## config.mk

```make
export PLATFORM = sky130hd
export DESIGN_NAME = hourly_servo_slew_positioner
export DESIGN_NICKNAME = d
export VERILOG_FILES = /design/src/hdl/hssp_pkg.sv /design/src/hdl/hssp_slew.sv /design/src/hdl/hourly_servo_slew_positioner.sv
export SDC_FILE = /design/constraint.sdc
export NUM_CORES = 1
export LEC_CHECK = 0
export BUFFER_PORTS_ARGS = -buffer_cell sky130_fd_sc_hd__buf_2
export CORE_UTILIZATION = 59
export CTS_CLUSTER_SIZE = 12
export DETAILED_ROUTE_END_ITERATION = 8
export GPL_TIMING_DRIVEN = 1
export PLACE_DENSITY = 0.78
export SLEW_MARGIN = 0
export SYNTH_ARGS = -nofsm -noshare
export SYNTH_HDL_FRONTEND = slang
export SYNTH_SLANG_ARGS = --single-unit
```

## constraint.sdc

```tcl
create_clock -name i_clk -period 21.3 [get_ports i_clk]
set_clock_uncertainty 0.1 [all_clocks]
set_input_delay 3.195 -clock i_clk [delete_from_list [all_inputs] [get_ports i_clk]]
set_output_delay 3.195 -clock i_clk [all_outputs]
set_load 0.02 [all_outputs]
```

## src/hdl/hssp_pkg.sv

```systemverilog
// hssp_pkg: shared types and constants of the hourly servo slew positioner
// no dependencies; used by hssp_slew and the top level by scoped names
`timescale 1ns / 1ps
`default_nettype none

package hssp_pkg;

    localparam int unsigned CFG_ADDR_W = 2;
    localparam int unsigned CFG_DATA_W = 22;

    // register indexes on the configuration port
    localparam logic [CFG_ADDR_W-1:0] CFG_UPDATE_INTERVAL = 2'd0;
    localparam logic [CFG_ADDR_W-1:0] CFG_STEP_DEGREES    = 2'd1;
    localparam logic [CFG_ADDR_W-1:0] CFG_HOLD_DURATION   = 2'd2;

    localparam logic [15:0] RST_UPDATE_INTERVAL = 16'd20;
    localparam logic [6:0]  RST_STEP_DEGREES    = 7'd1;
    localparam logic [21:0] RST_HOLD_DURATION   = 22'd60000;

    localparam logic [7:0] ANGLE_LOW  = 8'd90;
    localparam logic [7:0] ANGLE_HIGH = 8'd180;
    localparam logic [4:0] NO_HOUR    = 5'd31;

    localparam int unsigned IN_TDATA_W  = 48;
    localparam int unsigned OUT_TDATA_W = 8;
    localparam int unsigned OUT_TUSER_W = 3;

    typedef struct packed {
        logic [5:0]  minute;
        logic [4:0]  hour;
        logic        time_valid;
        logic [31:0] now_ms;
    } t_tick;

    typedef struct packed {
        logic       reached;
        logic       moving;
        logic       position_written;
        logic [7:0] position_deg;
    } t_result;

endpackage

`default_nettype wire

```

## src/hdl/hssp_slew.sv

```systemverilog
// hssp_slew: configuration registers, positioner state and the per-beat update
// depends on hssp_pkg
`timescale 1ns / 1ps
`default_nettype none

module hssp_slew (
    input  wire                                  i_clk,
    input  wire                                  i_rst_n,
    input  wire                                  i_cfg_we,
    input  wire [hssp_pkg::CFG_ADDR_W-1:0]       i_cfg_addr,
    input  wire [hssp_pkg::CFG_DATA_W-1:0]       i_cfg_data,
    input  wire                                  i_step_en,
    input  hssp_pkg::t_tick                      i_tick,
    output hssp_pkg::t_result                    o_result
);

    logic [15:0] r_update_interval;
    logic [6:0]  r_step_degrees;
    logic [21:0] r_hold_duration;

    logic [7:0]  r_cur_angle, n_cur_angle;
    logic [7:0]  r_tgt_angle, n_tgt_angle;
    logic        r_move_active, n_move_active;
    logic [31:0] r_last_step, n_last_step;
    logic [31:0] r_deadline, n_deadline;
    logic [4:0]  r_last_hour, n_last_hour;

    logic        fire;
    logic        ret;
    logic        due;
    logic [7:0]  tgt_mid;
    logic [31:0] deadline_mid;
    logic [31:0] elapsed;
    logic [8:0]  up_sum;
    logic [7:0]  down_diff;
    logic [8:0]  raw_next;
    logic [7:0]  clamped;
    logic        written;
    logic        reached;

    always_ff @(posedge i_clk) begin
        if (!i_rst_n) begin
            r_update_interval <= hssp_pkg::RST_UPDATE_INTERVAL;
            r_step_degrees    <= hssp_pkg::RST_STEP_DEGREES;
            r_hold_duration   <= hssp_pkg::RST_HOLD_DURATION;
        end else if (i_cfg_we) begin
            unique case (i_cfg_addr)
                hssp_pkg::CFG_UPDATE_INTERVAL: r_update_interval <= i_cfg_data[15:0];
                hssp_pkg::CFG_STEP_DEGREES:    r_step_degrees    <= i_cfg_data[6:0];
                hssp_pkg::CFG_HOLD_DURATION:   r_hold_duration   <= i_cfg_data;
                default: ;
            endcase
        end
    end

    always_comb begin
        fire = i_tick.time_valid && (i_tick.minute == 6'd0) && (i_tick.hour != r_last_hour);
        tgt_mid      = fire ? hssp_pkg::ANGLE_LOW : r_tgt_angle;
        deadline_mid = fire ? (i_tick.now_ms + {10'd0, r_hold_duration}) : r_deadline;
        ret = (tgt_mid == hssp_pkg::ANGLE_LOW) && (i_tick.now_ms >= deadline_mid);

        elapsed = i_tick.now_ms - r_last_step;
        due     = elapsed >= {16'd0, r_update_interval};

        up_sum    = {1'b0, r_cur_angle} + {2'd0, r_step_degrees};
        down_diff = r_cur_angle - {1'b0, r_step_degrees};

        n_tgt_angle   = ret ? hssp_pkg::ANGLE_HIGH : tgt_mid;
        n_deadline    = deadline_mid;
        n_last_hour   = fire ? i_tick.hour : r_last_hour;
        n_move_active = r_move_active || fire || ret;
        n_cur_angle   = r_cur_angle;
        n_last_step   = r_last_step;
        written       = 1'b0;
        reached       = 1'b0;

        // moving up adds, moving down floors at zero before the clamp
        if (n_tgt_angle > r_cur_angle) begin
            raw_next = up_sum;
        end else if ({1'b0, r_step_degrees} >= r_cur_angle) begin
            raw_next = 9'd0;
        end else begin
            raw_next = {1'b0, down_diff};
        end
        if (raw_next < {1'b0, hssp_pkg::ANGLE_LOW}) begin
            clamped = hssp_pkg::ANGLE_LOW;
        end else if (raw_next > {1'b0, hssp_pkg::ANGLE_HIGH}) begin
            clamped = hssp_pkg::ANGLE_HIGH;
        end else begin
            clamped = raw_next[7:0];
        end

        if (due) begin
            if (r_cur_angle != n_tgt_angle) begin
                n_cur_angle = clamped;
                n_last_step = i_tick.now_ms;
                written     = 1'b1;
            end else if (n_move_active) begin
                n_move_active = 1'b0;
                reached       = 1'b1;
            end
        end

        // invalid time leaves everything untouched
        if (!i_tick.time_valid) begin
            n_tgt_angle   = r_tgt_angle;
            n_deadline    = r_deadline;
            n_last_hour   = r_last_hour;
            n_move_active = r_move_active;
            n_cur_angle   = r_cur_angle;
            n_last_step   = r_last_step;
            written       = 1'b0;
            reached       = 1'b0;
        end

        o_result.position_deg     = n_cur_angle;
        o_result.position_written = written;
        o_result.moving           = n_move_active;
        o_result.reached          = reached;
    end

    always_ff @(posedge i_clk) begin
        if (!i_rst_n) begin
            r_cur_angle   <= hssp_pkg::ANGLE_HIGH;
            r_tgt_angle   <= hssp_pkg::ANGLE_HIGH;
            r_move_active <= 1'b0;
            r_last_step   <= 32'd0;
            r_deadline    <= 32'd0;
            r_last_hour   <= hssp_pkg::NO_HOUR;
        end else if (i_step_en) begin
            r_cur_angle   <= n_cur_angle;
            r_tgt_angle   <= n_tgt_angle;
            r_move_active <= n_move_active;
            r_last_step   <= n_last_step;
            r_deadline    <= n_deadline;
            r_last_hour   <= n_last_hour;
        end
    end

endmodule

`default_nettype wire

```

## src/hdl/hourly_servo_slew_positioner.sv

```systemverilog
// channel   dir  tdata (low bit up)                          tuser (low bit up)
// s_axis    in   now_ms[31:0] hour[36:32] minute[42:37] zero  time_valid
// m_axis    out  position_deg[7:0]                           position_written moving reached
// cfg       in   i_cfg_we, i_cfg_addr (register index), i_cfg_data
//
// one beat per cycle in and out unless m_axis stalls; input register, then output register
// the state update of one beat completes in the cycle it leaves the input register
// stalls on m_axis hold the output register; s_axis stays ready while the input
// register can move on; synchronous active-low reset empties both registers
// top level of the hourly servo slew positioner; depends on hssp_pkg and hssp_slew
`timescale 1ns / 1ps
`default_nettype none

module hourly_servo_slew_positioner (
    input  wire                                  i_clk,
    input  wire                                  i_rst_n,
    input  wire                                  s_axis_tvalid,
    output logic                                 s_axis_tready,
    // now_ms, hour, minute, zero fill
    input  wire [hssp_pkg::IN_TDATA_W-1:0]       s_axis_tdata,
    // time_valid
    input  wire                                  s_axis_tuser,
    output logic                                 m_axis_tvalid,
    input  wire                                  m_axis_tready,
    // position_deg
    output logic [hssp_pkg::OUT_TDATA_W-1:0]     m_axis_tdata,
    // position_written, moving, reached
    output logic [hssp_pkg::OUT_TUSER_W-1:0]     m_axis_tuser,
    input  wire                                  i_cfg_we,
    input  wire [hssp_pkg::CFG_ADDR_W-1:0]       i_cfg_addr,
    input  wire [hssp_pkg::CFG_DATA_W-1:0]       i_cfg_data
);

    logic              r_in_valid;
    hssp_pkg::t_tick   r_in;
    logic              r_out_valid;
    hssp_pkg::t_result r_out;
    hssp_pkg::t_result result;
    logic              advance;
    logic              step_en;

    assign advance       = !r_out_valid || m_axis_tready;
    assign s_axis_tready = !r_in_valid || advance;
    assign step_en       = r_in_valid && advance;

    always_ff @(posedge i_clk) begin
        if (!i_rst_n) begin
            r_in_valid <= 1'b0;
        end else if (s_axis_tready) begin
            r_in_valid <= s_axis_tvalid;
        end
    end

    always_ff @(posedge i_clk) begin
        if (s_axis_tvalid && s_axis_tready) begin
            r_in.now_ms     <= s_axis_tdata[31:0];
            r_in.hour       <= s_axis_tdata[36:32];
            r_in.minute     <= s_axis_tdata[42:37];
            r_in.time_valid <= s_axis_tuser;
        end
    end

    hssp_slew u_slew (
        .i_clk      (i_clk),
        .i_rst_n    (i_rst_n),
        .i_cfg_we   (i_cfg_we),
        .i_cfg_addr (i_cfg_addr),
        .i_cfg_data (i_cfg_data),
        .i_step_en  (step_en),
        .i_tick     (r_in),
        .o_result   (result)
    );

    always_ff @(posedge i_clk) begin
        if (!i_rst_n) begin
            r_out_valid <= 1'b0;
        end else if (advance) begin
            r_out_valid <= r_in_valid;
        end
    end

    always_ff @(posedge i_clk) begin
        if (step_en) begin
            r_out <= result;
        end
    end

    assign m_axis_tvalid = r_out_valid;
    assign m_axis_tdata  = r_out.position_deg;
    assign m_axis_tuser  = {r_out.reached, r_out.moving, r_out.position_written};

endmodule

`default_nettype wire

```

==> metrics <==
non-filler cells, final 1849; Final min period 8.64 ns; flop2flop setup slack 12.66 ns; placed wire-length estimate 24300 um; clk_lat worst skew 0.44 ns; antenna violations before repair 0; Crit Path Category reg -> reg; DR pass1 iterations 7; count leader, synth nand2_1; Buffers on Ports 85; Worst Hold Launch u_slew.r_deadline[8]; sequential cell area fraction in the yosys report 0.338; GR Util met1 0.406; setup tns final 0 ns; EDFF count, synth 55; status finished clean; Hold-fix buffers, CTS 0; post-synth top area share 0.209; hold endpoint u_slew.r_deadline[8]; max_slew headroom 0.222; PwrDens 62.7 nW/um2; DR iter-0 viols 811; die footprint 22200 um2; global-route wire length before repair 54000 um; CP Launch Point r_in[1]; Syn. warnings 0; internal power 604 uW; Num CTS Buffers 17; largest area contributor in the netlist dfxtp_1; wire length per cell 18.2 um; Top delay family on crit path compound AO/OA/AOI/OAI gates; worst reg-to-reg path cell count 32; ys flop type dfxtp_1; critical path peak fanout 14; most used routing layer met2; # setup viols final 0; htree depth 4; RD Place Congestion 0.939; vias in the first global route 10700; DRC errors left 0; combinational power share 0.187; CP dominant cell by count ha_1; I/O pins 91; Buf+Inv Stages, Crit Path 2; GRT met2 Usage 0.516; Avg Inst Size Synth 8.41 um2; Net Count, Synth 1721; Mapped Cells 1516; synth top area cells dfxtp_1 (21%), edfxtp_1 (13%), ha_1 (12%), a21oi_1 (6.6%), nand2_1 (6.0%); Reg clk slew, reported paths 0.08 ns; Min-Delay Path Class reg -> reg; Fin. Hold Viols 0; fin crit share 0.406; die height 149 um; RSZ-0062 raised after global routing false; Worst EP required 21.54 ns; Clock Path Buffers 2; Final Max Slew Viols 0; clock sinks 188; VDD IR max 0.0412 mV; total power 872 uW; setup slack at placement 12.81 ns; total grt overflow 0; slowest CP cell o211ai_1; Hold Slack 0.355 ns; Resized cells post-CTS 0; DR vias/cell 6.16; Max Fclk 116 MHz; Initial Utilization 0.605; final setup margin 12.66 ns; Setup Buffers After CTS 0; placed cells 1817; worst slew pin tran 1.16 ns; NumNets Final 1766; via count 11400; CP peak stage delay 0.58 ns; crit start category register; clock group share of total power 0.366; Hold Crit Depth 2; Seq pwr share 0.446; Layout Area Growth over Synthesis 9.10%; CP arrival 8.88 ns; Root Buffer clkbuf_16; gr usage total 0.309; Post-synth top cells nand2_1 (204), a21oi_1 (169), dfxtp_1 (133); Post-Route WL 33600 um; final antenna-violating net count 0; CTS tree done; Site Rows 53; post-synth cell types 87; Global Route met3 Usage 0.0358; sw frac 0.307; Placeable Area 21100 um2; Crit Reg-Reg Endpoint u_slew.r_cur_angle[0]; layout cells sized above 1 0.104; fraction of registers with async set or reset after synthesis 0; cell area after synthesis 12800 um2; reg2reg start r_in[1]; largest net degree at the start of global routing 74; Die Wd 149 um; Antenna Cells 0; flops & latches, synth 188; CP endpoint kind register; Psw 268 uW; Pleak 0.00526 uW; max cap viols 0
## per-stage QoR
| step | cell area, um2 | utilization |
|---|---|---|
| finish | 13900 | 0.660 |
| global route | 13900 | 0.660 |
| CTS | 13900 | 0.660 |
| detailed placement | 13300 | 0.632 |
| global placement | 13300 | 0.632 |
| floorplan | 12800 | - |
## kinds of logic (layout without fill, tap and decap cells)
| logic type | count (synthesis) | after routing | share of synthesized area |
|---|---|---|---|
| flops | 188 | 188 | 0.338 |
| mux | 45 | 45 | 0.0360 |
| buf+inv | 159 | 217 | 0.0501 |
| fa+ha+maj | 127 | 127 | 0.127 |
| xor+xnor | 56 | 56 | 0.0385 |
| simple gates | 498 | 498 | 0.188 |
| compound gates | 443 | 443 | 0.223 |
## cell type report
type                    count  area, um2
clock buffers              18        439
clock inverters            14        148
fillers                  1810       7180
inverters                  89        335
multi-input cells        1169       7820
flip-flops and latches    188       4310
well taps                 275        344
repair buffers             96        508
## flip-flops by register name, summed over array words and instances, names as in the netlist, 3 cells and up
| name | cells |
|---|---|
| u_slew.r_last_hour | 5 |
| u_slew.r_tgt_angle | 8 |
| m_axis_tuser | 3 |
| u_slew.r_cur_angle | 8 |
| u_slew.r_hold_duration | 22 |
| m_axis_tdata | 8 |
| u_slew.r_last_step | 32 |
| u_slew.r_update_interval | 16 |
| r_in | 44 |
| u_slew.r_step_degrees | 7 |
| u_slew.r_deadline | 32 |
## worst register-to-register path, delay by kind of cell, from the launching register on
family,cells,cell delay (ns)
compound gates,15,3.50
xor+xnor,1,0.19
fa+ha+maj,3,0.97
simple gates,11,2.83
buf+inv,2,0.41
flops,1,0.54
## power groups by stage
stage	sequential, uW	clock [uW]	combinational [uW]
after global placement	397	0	157
after detailed placement	397	0	160
final	389	319	163
after global routing	390	333	182
after floorplan	394	0	120
after CTS	389	323	162
## how the worst max path moves through the flow
stage | end | slack (ns) | cells after the start
finish | u_slew.r_cur_angle[0] | 12.66 | 32
global route | u_slew.r_cur_angle[0] | 12.10 | 31
CTS | u_slew.r_cur_angle[0] | 12.75 | 32
detailed placement | u_slew.r_cur_angle[0] | 12.81 | 32
global placement | u_slew.r_cur_angle[0] | 12.85 | 32
floorplan | u_slew.r_cur_angle[0] | 13.82 | 33
## cells in the final DEF, fill, tap and decap left out, types with 32 or more instances in the layout
| master | count |
|---|---|
| mux2i_1 | 38 |
| edfxtp_1 | 55 |
| nand2_1 | 204 |
| inv_1 | 88 |
| ha_1 | 123 |
| a21oi_1 | 169 |
| nand3_1 | 62 |
| nor2_1 | 72 |
| xnor2_1 | 41 |
| o21ai_0 | 69 |
| buf_2 | 85 |
| a21o_1 | 32 |
| dfxtp_1 | 133 |
## per-layer routing
metal / share of wire / wire length [um]
met1: 0.45 / 15100
met2: 0.47 / 15900
met3: 0.052 / 1730
met4: 0.027 / 901
met5: 0 / 0
(Power assumes the default switching activity.)
